`src/rtl/core/swdg_pkg.sv`:
```
package swdg_pkg;

  // Field widths.
  localparam int IDX_W   = 32;
  localparam int ADDR_W  = 32;
  localparam int MASK_W  = 4;
  localparam int PW_W    = 16;
  localparam int MM_W    = 8;   // mask side squared, at most 225
  localparam int PP_W    = 9;   // descriptors per pixel, at most 451
  localparam int REM_W   = PP_W;
  localparam int ROW_W   = MASK_W;
  localparam int ROWOFF_W = ROW_W + PW_W;
  localparam int BYTES_W = 3;

  localparam int MAX_MASK    = 15;
  localparam int DESC_STRIDE = 64;
  localparam int XFER_BYTES  = 4;

  // The pixel/slot divide retires this many quotient bits per stage.
  localparam int DIV_BITS_PER_STAGE = 8;
  localparam int DIV_STAGES = IDX_W / DIV_BITS_PER_STAGE;
  localparam int PIPE_STAGES = DIV_STAGES + 3;

  localparam int OUT_FIELDS_W = 4 * ADDR_W + BYTES_W;
  localparam int OUT_DATA_W   = ((OUT_FIELDS_W + 7) / 8) * 8;
  localparam int OUT_PAD_W    = OUT_DATA_W - OUT_FIELDS_W;

  typedef enum logic [2:0] {
    REG_MASK_SIZE       = 3'd0,
    REG_PICTURE_WIDTH   = 3'd1,
    REG_DESCRIPTOR_BASE = 3'd2,
    REG_LEFT_BASE       = 3'd3,
    REG_RIGHT_BASE      = 3'd4,
    REG_DEST_BASE       = 3'd5,
    REG_UNIT_BASE       = 3'd6
  } reg_index_t;

  typedef enum logic [1:0] {
    SLOT_LEFT   = 2'd0,
    SLOT_RIGHT  = 2'd1,
    SLOT_RESULT = 2'd2
  } slot_kind_t;

  typedef struct packed {
    logic [MASK_W-1:0] m;
    logic [MM_W-1:0]   mm;
    logic [PP_W-1:0]   per_pixel;
    logic [PW_W-1:0]   picture_width;
    logic [ADDR_W-1:0] descriptor_base;
    logic [ADDR_W-1:0] left_base;
    logic [ADDR_W-1:0] right_base;
    logic [ADDR_W-1:0] dest_base;
    logic [ADDR_W-1:0] unit_base;
  } cfg_t;

  typedef struct packed {
    logic                last;
    logic [IDX_W-1:0]    idx;
    logic [IDX_W-1:0]    quo;       // dividend, shifts into the pixel number
    logic [REM_W-1:0]    rem;       // partial remainder, ends as the slot number
    slot_kind_t          kind;
    logic [MM_W-1:0]     win;       // position inside the window
    logic [ROW_W-1:0]    row;
    logic [MASK_W-1:0]   col;
    logic [ROWOFF_W-1:0] row_off;
    logic [ADDR_W-1:0]   desc_addr;
  } item_t;

  // Restoring division of the index by the per-pixel count, one slice.
  function automatic item_t div_slice(item_t it, logic [PP_W-1:0] divisor);
    item_t o;
    logic [REM_W:0] r;
    o = it;
    for (int j = 0; j < DIV_BITS_PER_STAGE; j++) begin
      r = {o.rem, o.quo[IDX_W-1]};
      o.quo = {o.quo[IDX_W-2:0], 1'b0};
      if (r >= {1'b0, divisor}) begin
        r = r - {1'b0, divisor};
        o.quo[0] = 1'b1;
      end
      o.rem = r[REM_W-1:0];
    end
    return o;
  endfunction

  // Decides left window, right window or result copy, and forms the
  // descriptor's own address.
  function automatic item_t classify(item_t it, cfg_t cfg);
    item_t o;
    o = it;
    o.desc_addr = cfg.descriptor_base + (it.idx * ADDR_W'(DESC_STRIDE));
    if (it.rem < {1'b0, cfg.mm}) begin
      o.kind = SLOT_LEFT;
      o.win  = it.rem[MM_W-1:0];
    end else if (it.rem < {cfg.mm, 1'b0}) begin
      o.kind = SLOT_RIGHT;
      o.win  = MM_W'(it.rem - {1'b0, cfg.mm});
    end else begin
      o.kind = SLOT_RESULT;
      o.win  = '0;
    end
    return o;
  endfunction

  // Splits the window position into row and column. The position is below
  // m*m, so the row fits in four quotient bits.
  function automatic item_t window_split(item_t it, logic [MASK_W-1:0] m);
    item_t o;
    logic [MM_W-1:0] r;
    logic [MM_W-1:0] d;
    o = it;
    r = it.win;
    for (int i = ROW_W - 1; i >= 0; i--) begin
      d = MM_W'(m) << i;
      o.row[i] = (r >= d);
      if (r >= d) begin
        r = r - d;
      end
    end
    o.col = r[MASK_W-1:0];
    return o;
  endfunction

  function automatic item_t row_offset(item_t it, logic [PW_W-1:0] pw);
    item_t o;
    o = it;
    o.row_off = ROWOFF_W'(it.row) * ROWOFF_W'(pw);
    return o;
  endfunction

endpackage

```
`src/rtl/core/stereo_window_dma_descriptor_gen_unit.sv`:
```
// Throughput: one descriptor per cycle while the output is not stalled; the
// 32-bit index divide retires eight quotient bits in each of four pipeline
// stages, followed by three stages of window decode and one output register.
// Reset clears all valid bits and loads the configuration registers with
// their reset values.
module stereo_window_dma_descriptor_gen_unit
  import swdg_pkg::*;
(
  input  logic                  clk,
  input  logic                  rst,
  // Input stream.
  input  logic                  s_tvalid,
  output logic                  s_tready,
  input  logic [IDX_W-1:0]      s_tdata,  // [31:0] desc_index
  input  logic                  s_tlast,  // is_last
  // Output stream.
  output logic                  m_tvalid,
  input  logic                  m_tready,
  // [31:0] descriptor_address, [63:32] next_descriptor_address,
  // [95:64] source_address, [127:96] destination_address,
  // [130:128] transfer_bytes, [135:131] zero
  output logic [OUT_DATA_W-1:0] m_tdata,
  // Configuration write channel.
  input  logic                  cfg_valid,
  output logic                  cfg_ready,
  input  logic [2:0]            cfg_index,
  input  logic [ADDR_W-1:0]     cfg_data
);

  cfg_t cfg;

  logic [MASK_W-1:0] wr_m;
  logic [MM_W-1:0]   wr_mm;

  // The window side saturates at the largest supported mask. Its square and
  // the per-pixel descriptor count are kept in registers so the divider sees
  // a settled divisor.
  always_comb begin
    wr_m = (cfg_data[MASK_W-1:0] > MASK_W'(MAX_MASK)) ? MASK_W'(MAX_MASK)
                                                      : cfg_data[MASK_W-1:0];
    wr_mm = MM_W'(wr_m) * MM_W'(wr_m);
  end

  assign cfg_ready = 1'b1;

  always_ff @(posedge clk) begin
    if (rst) begin
      cfg.m               <= MASK_W'(3);
      cfg.mm              <= MM_W'(9);
      cfg.per_pixel       <= PP_W'(19);
      cfg.picture_width   <= PW_W'(16);
      cfg.descriptor_base <= '0;
      cfg.left_base       <= '0;
      cfg.right_base      <= '0;
      cfg.dest_base       <= '0;
      cfg.unit_base       <= '0;
    end else if (cfg_valid && cfg_ready) begin
      unique case (reg_index_t'(cfg_index))
        REG_MASK_SIZE: begin
          cfg.m         <= wr_m;
          cfg.mm        <= wr_mm;
          cfg.per_pixel <= {wr_mm, 1'b1};
        end
        REG_PICTURE_WIDTH:   cfg.picture_width   <= cfg_data[PW_W-1:0];
        REG_DESCRIPTOR_BASE: cfg.descriptor_base <= cfg_data;
        REG_LEFT_BASE:       cfg.left_base       <= cfg_data;
        REG_RIGHT_BASE:      cfg.right_base      <= cfg_data;
        REG_DEST_BASE:       cfg.dest_base       <= cfg_data;
        REG_UNIT_BASE:       cfg.unit_base       <= cfg_data;
        default: ;
      endcase
    end
  end

  // Each accepted transaction starts with an empty remainder; the index
  // itself is the dividend.
  item_t in_item;
  always_comb begin
    in_item      = '0;
    in_item.last = s_tlast;
    in_item.idx  = s_tdata;
    in_item.quo  = s_tdata;
  end

  logic  pipe_valid;
  logic  pipe_ready;
  item_t pipe_item;

  swdg_pipe u_pipe (
    .clk       (clk),
    .rst       (rst),
    .cfg       (cfg),
    .in_valid  (s_tvalid),
    .in_ready  (s_tready),
    .in_item   (in_item),
    .out_valid (pipe_valid),
    .out_ready (pipe_ready),
    .out_item  (pipe_item)
  );

  // Final address sums. Left slots add the pixel number to the window
  // position; right slots do not. The result slot copies the unit's output
  // word to the pixel's place in the result buffer.
  logic [ADDR_W-1:0] pixel;
  logic [ADDR_W-1:0] slot_dst;
  logic [ADDR_W-1:0] win_off;
  logic [ADDR_W-1:0] src_nxt;
  logic [ADDR_W-1:0] dst_nxt;
  logic [ADDR_W-1:0] next_nxt;

  always_comb begin
    pixel    = pipe_item.quo;
    slot_dst = cfg.unit_base + ADDR_W'(pipe_item.rem);
    win_off  = ADDR_W'(pipe_item.col) + ADDR_W'(pipe_item.row_off);
    case (pipe_item.kind)
      SLOT_LEFT: begin
        src_nxt = cfg.left_base + win_off + pixel;
        dst_nxt = slot_dst;
      end
      SLOT_RIGHT: begin
        src_nxt = cfg.right_base + win_off;
        dst_nxt = slot_dst;
      end
      default: begin
        src_nxt = cfg.unit_base;
        dst_nxt = cfg.dest_base + pixel;
      end
    endcase
    next_nxt = pipe_item.last ? cfg.descriptor_base
                              : pipe_item.desc_addr + ADDR_W'(DESC_STRIDE);
  end

  // Output register: it takes a new result whenever it is empty or its
  // current transaction completes, so the pipeline keeps moving under it.
  logic [ADDR_W-1:0] desc_q;
  logic [ADDR_W-1:0] next_q;
  logic [ADDR_W-1:0] src_q;
  logic [ADDR_W-1:0] dst_q;

  assign pipe_ready = !m_tvalid || m_tready;

  always_ff @(posedge clk) begin
    if (rst) begin
      m_tvalid <= 1'b0;
    end else if (pipe_ready) begin
      m_tvalid <= pipe_valid;
    end
  end

  always_ff @(posedge clk) begin
    if (pipe_ready && pipe_valid) begin
      desc_q <= pipe_item.desc_addr;
      next_q <= next_nxt;
      src_q  <= src_nxt;
      dst_q  <= dst_nxt;
    end
  end

  assign m_tdata = {{OUT_PAD_W{1'b0}}, BYTES_W'(XFER_BYTES), dst_q, src_q, next_q, desc_q};

  // The input side only stalls when every stage is full behind a stalled
  // output.
  a_stall_only_on_backpressure: assert property (
    @(posedge clk) disable iff (rst)
    !s_tready |-> (m_tvalid && !m_tready)
  ) else $error("input stalled without output backpressure");

  // The per-pixel count always matches the stored window square.
  a_per_pixel_consistent: assert property (
    @(posedge clk) disable iff (rst)
    cfg.per_pixel == {cfg.mm, 1'b1}
  ) else $error("per-pixel count out of step with mask size");

  // The next pointer either wraps to the base or follows by one stride.
  a_next_pointer: assert property (
    @(posedge clk) disable iff (rst)
    m_tvalid |-> ((next_q == cfg.descriptor_base) ||
                  (next_q == desc_q + ADDR_W'(DESC_STRIDE)))
  ) else $error("next descriptor address inconsistent");

  // The slot number leaving the pipeline is always below the per-pixel count.
  a_slot_in_range: assert property (
    @(posedge clk) disable iff (rst)
    pipe_valid |-> (pipe_item.rem < cfg.per_pixel)
  ) else $error("slot number not below the per-pixel count");

endmodule

```
`src/rtl/core/swdg_pipe.sv`:
```
module swdg_pipe
  import swdg_pkg::*;
(
  input  logic  clk,
  input  logic  rst,
  input  cfg_t  cfg,
  input  logic  in_valid,
  output logic  in_ready,
  input  item_t in_item,
  output logic  out_valid,
  input  logic  out_ready,
  output item_t out_item
);

  item_t stage_src [PIPE_STAGES];
  item_t stage_nxt [PIPE_STAGES];
  item_t stage_q   [PIPE_STAGES];
  logic  src_vld   [PIPE_STAGES];
  logic  vld       [PIPE_STAGES];
  logic  rdy       [PIPE_STAGES+1];

  assign rdy[PIPE_STAGES] = out_ready;
  assign in_ready  = rdy[0];
  assign out_valid = vld[PIPE_STAGES-1];
  assign out_item  = stage_q[PIPE_STAGES-1];

  for (genvar k = 0; k < PIPE_STAGES; k++) begin : g_stage
    logic  v;
    item_t d;

    if (k == 0) begin : g_first
      assign stage_src[k] = in_item;
      assign src_vld[k]   = in_valid;
    end else begin : g_rest
      assign stage_src[k] = stage_q[k-1];
      assign src_vld[k]   = vld[k-1];
    end

    if (k < DIV_STAGES) begin : g_div
      assign stage_nxt[k] = div_slice(stage_src[k], cfg.per_pixel);
    end else if (k == DIV_STAGES) begin : g_cls
      assign stage_nxt[k] = classify(stage_src[k], cfg);
    end else if (k == DIV_STAGES + 1) begin : g_win
      assign stage_nxt[k] = window_split(stage_src[k], cfg.m);
    end else begin : g_mul
      assign stage_nxt[k] = row_offset(stage_src[k], cfg.picture_width);
    end

    // A stage takes a new item when it is empty or its item moves on.
    assign rdy[k]     = !v || rdy[k+1];
    assign vld[k]     = v;
    assign stage_q[k] = d;

    always_ff @(posedge clk) begin
      if (rst) begin
        v <= 1'b0;
      end else if (rdy[k]) begin
        v <= src_vld[k];
      end
    end

    always_ff @(posedge clk) begin
      if (rdy[k] && src_vld[k]) begin
        d <= stage_nxt[k];
      end
    end
  end

endmodule

```
`config.mk`:
```
export PLATFORM = sky130hd
export DESIGN_NAME = stereo_window_dma_descriptor_gen_unit
export DESIGN_NICKNAME = d
export VERILOG_FILES = /design/src/rtl/core/swdg_pkg.sv /design/src/rtl/core/stereo_window_dma_descriptor_gen_unit.sv /design/src/rtl/core/swdg_pipe.sv
export SDC_FILE = /design/constraint.sdc
export NUM_CORES = 2
export LEC_CHECK = 0
export BUFFER_PORTS_ARGS = -buffer_cell sky130_fd_sc_hd__buf_2
export CELL_PAD_IN_SITES_DETAIL_PLACEMENT = 1
export CELL_PAD_IN_SITES_GLOBAL_PLACEMENT = 1
export CORE_ASPECT_RATIO = 1.4
export CORE_MARGIN = 2
export CORE_UTILIZATION = 30
export CTS_BUF_LIST = sky130_fd_sc_hd__clkbuf_4 sky130_fd_sc_hd__clkbuf_8 sky130_fd_sc_hd__clkbuf_16
export DETAILED_ROUTE_END_ITERATION = 7
export PLACE_DENSITY = 0.57
export SYNTH_ARGS = -nofsm -noshare
export SYNTH_HDL_FRONTEND = slang
export SYNTH_SLANG_ARGS = --single-unit
```
`constraint.sdc`:
```
create_clock -name clk -period 28.9 [get_ports clk]
set_clock_uncertainty 0.2 [all_clocks]
set_input_delay 4.335 -clock clk [delete_from_list [all_inputs] [get_ports clk]]
set_output_delay 4.335 -clock clk [all_outputs]
set_load 0.005 [all_outputs]
```
* Yosys cells after proc, flatten, opt, wreduce, memory -nomap -nowiden
Index checks and enable logic that the tools add are counted.
Word-level totals: bits in registers 864, input bits 73, word-level logic and storage cells 257
Operators by class: add/subtract/negate cells 45, multipliers 2, order comparisons 39, equality and inequality tests 7, multiplexer cells 74, reduce and logical (&&, ||, !) cells 34
Operator list (count):
- 10-bit by 9-bit >= comparator with 1-bit output | 31
- 9-bit 2-to-1 mux | 32
- 9-bit subtractor | 31
- 32-bit adder | 3
- 32-bit by 21-bit adder with 32-bit output | 2
- 32-bit 2-to-1 mux | 2
- 32-bit one-hot mux with 2 select lines | 1
- 32-bit by 7-bit adder with 32-bit output (second input constant) | 1
- 32-bit by 9-bit adder with 32-bit output | 1
- 1-bit 2-to-1 mux | 32
- 8-bit 2-to-1 mux | 4
- 4-bit by 20-bit adder with 21-bit output | 1
- 4-bit by 16-bit multiplier with 20-bit output | 1
- 2-bit AND reduction | 7
- 10-bit 2-to-1 mux | 1
- 3-bit == test (second input constant) | 3
- 1-bit by 9-bit >= comparator with 1-bit output | 1
- 9-bit by 8-bit less-than comparator with 1-bit output | 1
- 9-bit less-than comparator | 1
- 1-bit by 9-bit subtractor with 9-bit output | 1
- 8-bit by 4-bit >= comparator with 1-bit output | 1
- 8-bit by 5-bit >= comparator with 1-bit output | 1
- 8-bit by 6-bit >= comparator with 1-bit output | 1
- 8-bit by 7-bit >= comparator with 1-bit output | 1
- other kinds (17) | 40

* Depth between registers and ports, before layout
word-level depth 16, gate-level depth with buffers 88

* Cells and area by module
Synthesis repeated with hierarchy kept, for this count alone.
Second synthesis, totals: cells, all modules 5513, area, all modules 58996.6 um2
Modules (own cells, without submodules):
- swdg_pipe | times used 1, cells an instance 3364, area an instance 40577.7 um2
- stereo_window_dma_descriptor_gen_unit | times used 1, cells an instance 2149, area an instance 18418.9 um2

* Worst setup path after synthesis
Ideal clock, no wire load.
kind input-to-reg, start input s_tdata[31], end register u_pipe.g_stage[0].d[71] (netlist name) (data pin), library setup time 0.262 ns, data arrival time 17.612 ns, required time 28.438 ns, slack 10.826 ns, stages on the path 72, path buffers 6, path through ha_1 nand2_1 nor3_1 ha_1 a21oi_2 inv_2 and2_1 ha_1 and3_1 nand3_1 nor2_1 a21boi_1 o211a_1 inv_1 clkbuf_1 nor2_1 a21oi_1 ha_1 (+36 left out) o22a_1 nand2_1 buf_2 xor2_1 ha_1 ha_1 o41ai_2 nand4_1 clkbuf_1 mux2_2 ha_1 a21oi_1 nor2b_1 o2111a_1 nor3_1 nor3b_2 buf_2 mux2_1
RTL lines:
- from (decl) | RTL line stereo_window_dma_descriptor_gen_unit.sv:14 | input logic [IDX_W-1:0] s_tdata,
- to (signal assigned) | RTL line swdg_pipe.sv:64 | d <= stage_nxt[k];
- to (decl) | RTL line swdg_pipe.sv:29 | item_t d;

==> flow_metrics.py <==
metrics = {
    "sta": {
        "max_clock_freq_mhz": 49.5,
        "finalHoldViolations": 0,
        "timing.final.crit_share": 0.699,
        "drv_slew": 0,
        "max_slew.worst_pin.slew_ns": 1.04,
        "setup_slack_ns": 8.69,
        "period_needed_ns": 20.21,
        "fin_setup_tns_ns": 0,
        "setup_viol": 0,
        "max_slew_margin": 0.305,
        "rsz0062_at_grt": "false",
    },
    "layout": {
        "fill_cells": 19700,
        "multi_input_area_um2": 28200,
        "area_growth_pct": 13.4,
        "seq_area_um2": 22500,
        "postLayoutCoreUtil": 0.343,
        "nets": 6150,
        "drive_above_1_share": 0.106,
    },
    "synthesis": {
        "seq_area_frac_synth": 0.427,
        "synth_edf_count": 620,
        "syn_area_um2": 52700,
        "synthCells": 5338,
        "synthFlopType": "edfxtp_1",
        "yosys_warnings": 0,
        "synth_seq_cells": 814,
        "synthArstFlopShare": 0,
        "syn_avg_cell_area_um2": 9.86,
        "ys_types": 122,
    },
    "clock_network": {
        "path_clk_slew_ns": 0.06,
        "cts_buffer_depth": 3,
        "cts.sinks": 814,
        "cts_root_buf": "clkbuf_16",
        "cts_tree": "built",
        "clk_latency_ns": 0.71,
        "cts-buffers-inserted": 92,
        "cts_setup_buffers": 0,
        "ctsResizeCount": 0,
        "h-tree-depth": 3,
        "hold_buffers": 0,
    },
    "worst_setup_path": {
        "required_ns": 29.13,
        "worst-path-max-fanout": 16,
        "arrival_ns": 20.44,
        "crit_type": "in -> reg",
        "crit_slowest_cell": "nor3b_2",
        "path_buf_inv": 4,
        "cpPeakStageDelay_ns": 0.67,
        "end_kind": "flop",
        "path_common_cell": "ha_1",
        "path_delay_family": "compound AO/OA/AOI/OAI gates",
        "start_kind": "input port",
    },
    "route": {
        "ant_nets": 0,
        "drt-total-wl_um": 168000,
        "dr.pass1.iters": 5,
        "wire_per_inst_um": 21.2,
        "num_vias": 40300,
        "routed_via_density": 5.09,
        "first_iter_violations": 1998,
        "drc": 0,
    },
    "floorplanning": {
        "fp.dieH_um": 500,
        "core_um2": 174000,
        "io-pin-count": 212,
        "initial_core_util": 0.302,
        "num_rows": 181,
        "die_w_um": 358,
        "die_area_um2": 179000,
    },
    "global_routing": {
        "antenna_found_initial": 8,
        "grt_pass1_wl_um": 254000,
        "grt_max_degree": 119,
        "track_usage": 0.185,
        "first_global_vias": 42500,
        "grt_overflow_total": 0,
    },
    "placed_design": {
        "gp_congestion": 0.854,
        "hpwlAfterDp_um": 130000,
        "pre_cts_ws_ns": 7.92,
        "port-buffer-count": 202,
    },
    "outcome": {
        "outcome": "complete, no violations",
    },
    "job": {
        "drv_cap": 0,
    },
    "worst_hold_path": {
        "hold_path.class": "reg -> reg",
    },
}
-- placed cells by master, fill, tap and decap left out, types with 35 or more instances in the layout --
cell | synthesis | routed
nor2b_1 | 52 | 49
mux2i_1 | 35 | 35
a21o_1 | 88 | 88
o21ai_0 | 221 | 221
dfxtp_1 | 194 | 193
buf_4 | 11 | 45
clkbuf_16 | 0 | 94
nor2_1 | 344 | 340
nor3_1 | 83 | 82
ha_1 | 440 | 440
buf_2 | 11 | 201
a211oi_1 | 56 | 56
nand3_1 | 92 | 91
o21bai_1 | 45 | 45
a21boi_0 | 39 | 37
nand2_1 | 701 | 701
and3_1 | 52 | 51
a31oi_1 | 38 | 37
mux2_2 | 63 | 63
xnor2_1 | 270 | 270
fa_1 | 91 | 91
inv_1 | 395 | 388
xor2_1 | 114 | 114
and2_1 | 57 | 57
edfxtp_1 | 620 | 620
nand4_1 | 36 | 36
nand2b_1 | 74 | 74
a21oi_1 | 538 | 537
-- registers in the layout, indices dropped and copies added, names as in the netlist --
register          flops
cfg                 186
desc_q               32
dst_q                32
m_tvalid              1
next_q               32
src_q                32
u_pipe.g_stage.d    392
u_pipe.g_stage.v      6
u_pipe.out_item     100
u_pipe.out_valid      1
-- path summary, 6_finish.rpt --
check,from,endpoint,slack [ns],cells after the start
worst max-delay path,s_tdata[31],u_pipe.g_stage[0].d[78],8.69,62
worst min register to register,u_pipe.g_stage[5].d[18],u_pipe.out_item[18],0.20,0
worst min-delay path,u_pipe.g_stage[5].d[18],u_pipe.out_item[18],0.20,0
worst max register to register,cfg[181],u_pipe.g_stage[2].d[71],8.92,73
-- cells by family (layout without fill, tap and decap cells) --
group                      count (synthesis)  in the layout  share of synthesized area
AOI/OAI and AO/OA                       1329           1329                      0.164
xor gates and xnor gates                 384            384                     0.0639
adders and majority gates                531            531                      0.139
buffers and inverters                    548            829                     0.0401
DFF                                      814            814                      0.427
muxes                                    110            110                     0.0229
other                                      2             13                   0.000143
and+or+nand+nor                         1620           1620                      0.143
-- Yosys cell counts, types with 12 or more instances --
cell type,count,share of area
fa_1,91,0.035
a21boi_0,39,0.0056
nand3_1,92,0.0087
edfxtp_1,620,0.35
and2_1,57,0.0068
nand2b_1,74,0.0088
and4_1,13,0.0022
clkbuf_1,116,0.0083
a31oi_1,38,0.0045
a211oi_1,56,0.0080
inv_1,395,0.028
nor2b_1,52,0.0062
nor2_1,344,0.025
o31ai_1,25,0.0036
o21a_1,34,0.0048
o21bai_1,45,0.0064
mux2_2,63,0.013
a31o_2,14,0.0023
nand3b_1,18,0.0026
nor3_1,83,0.0079
nand2_1,701,0.050
mux2i_1,35,0.0067
nor4_1,14,0.0017
a21oi_1,538,0.051
a211o_1,19,0.0032
xnor2_1,270,0.045
ha_1,440,0.10
or3_1,19,0.0023
o21ai_0,221,0.021
o31a_1,16,0.0027
xor2_1,114,0.019
dfxtp_1,194,0.074
and3_1,52,0.0062
nand4_1,36,0.0043
o211ai_1,23,0.0033
nor3b_1,12,0.0017
a21o_1,88,0.013
-- routing by layer --
layer / track usage / up-vias / part of all wire
met1: 0.237 / 19900 / 0.45
met5: 0 / - / 0.000084
met2: 0.322 / 615 / 0.48
li1: - / 19500 / -
met3: 0.0209 / 222 / 0.029
met4: 0.0623 / 2 / 0.033
-- through the flow --
| step | area [um2] | hold slack (ns) | cells |
|---|---|---|---|
| final | 59700 | 0.203 | 7917 |
| after global routing | 59700 | 0.211 | 7914 |
| after CTS | 59700 | 0.195 | 7913 |
| after detailed placement | 56400 | 0.205 | 7739 |
| after global placement | 56400 | 0.200 | 7739 |
| after floorplan | 52700 | 0.200 | 5345 |
-- cell type report --
type                       count  share of cell area
antenna                        4            0.000168
sequential                   814               0.377
multi-input combinational   3983               0.472
clock buffer                 118              0.0432
tap                         2287              0.0479
inverter                     407              0.0256
clock inverter                56              0.0116
timing repair buffer         248              0.0230
Power is not shown: default switching activity piles up to over one toggle a cycle in this logic, so the estimate is an artifact.
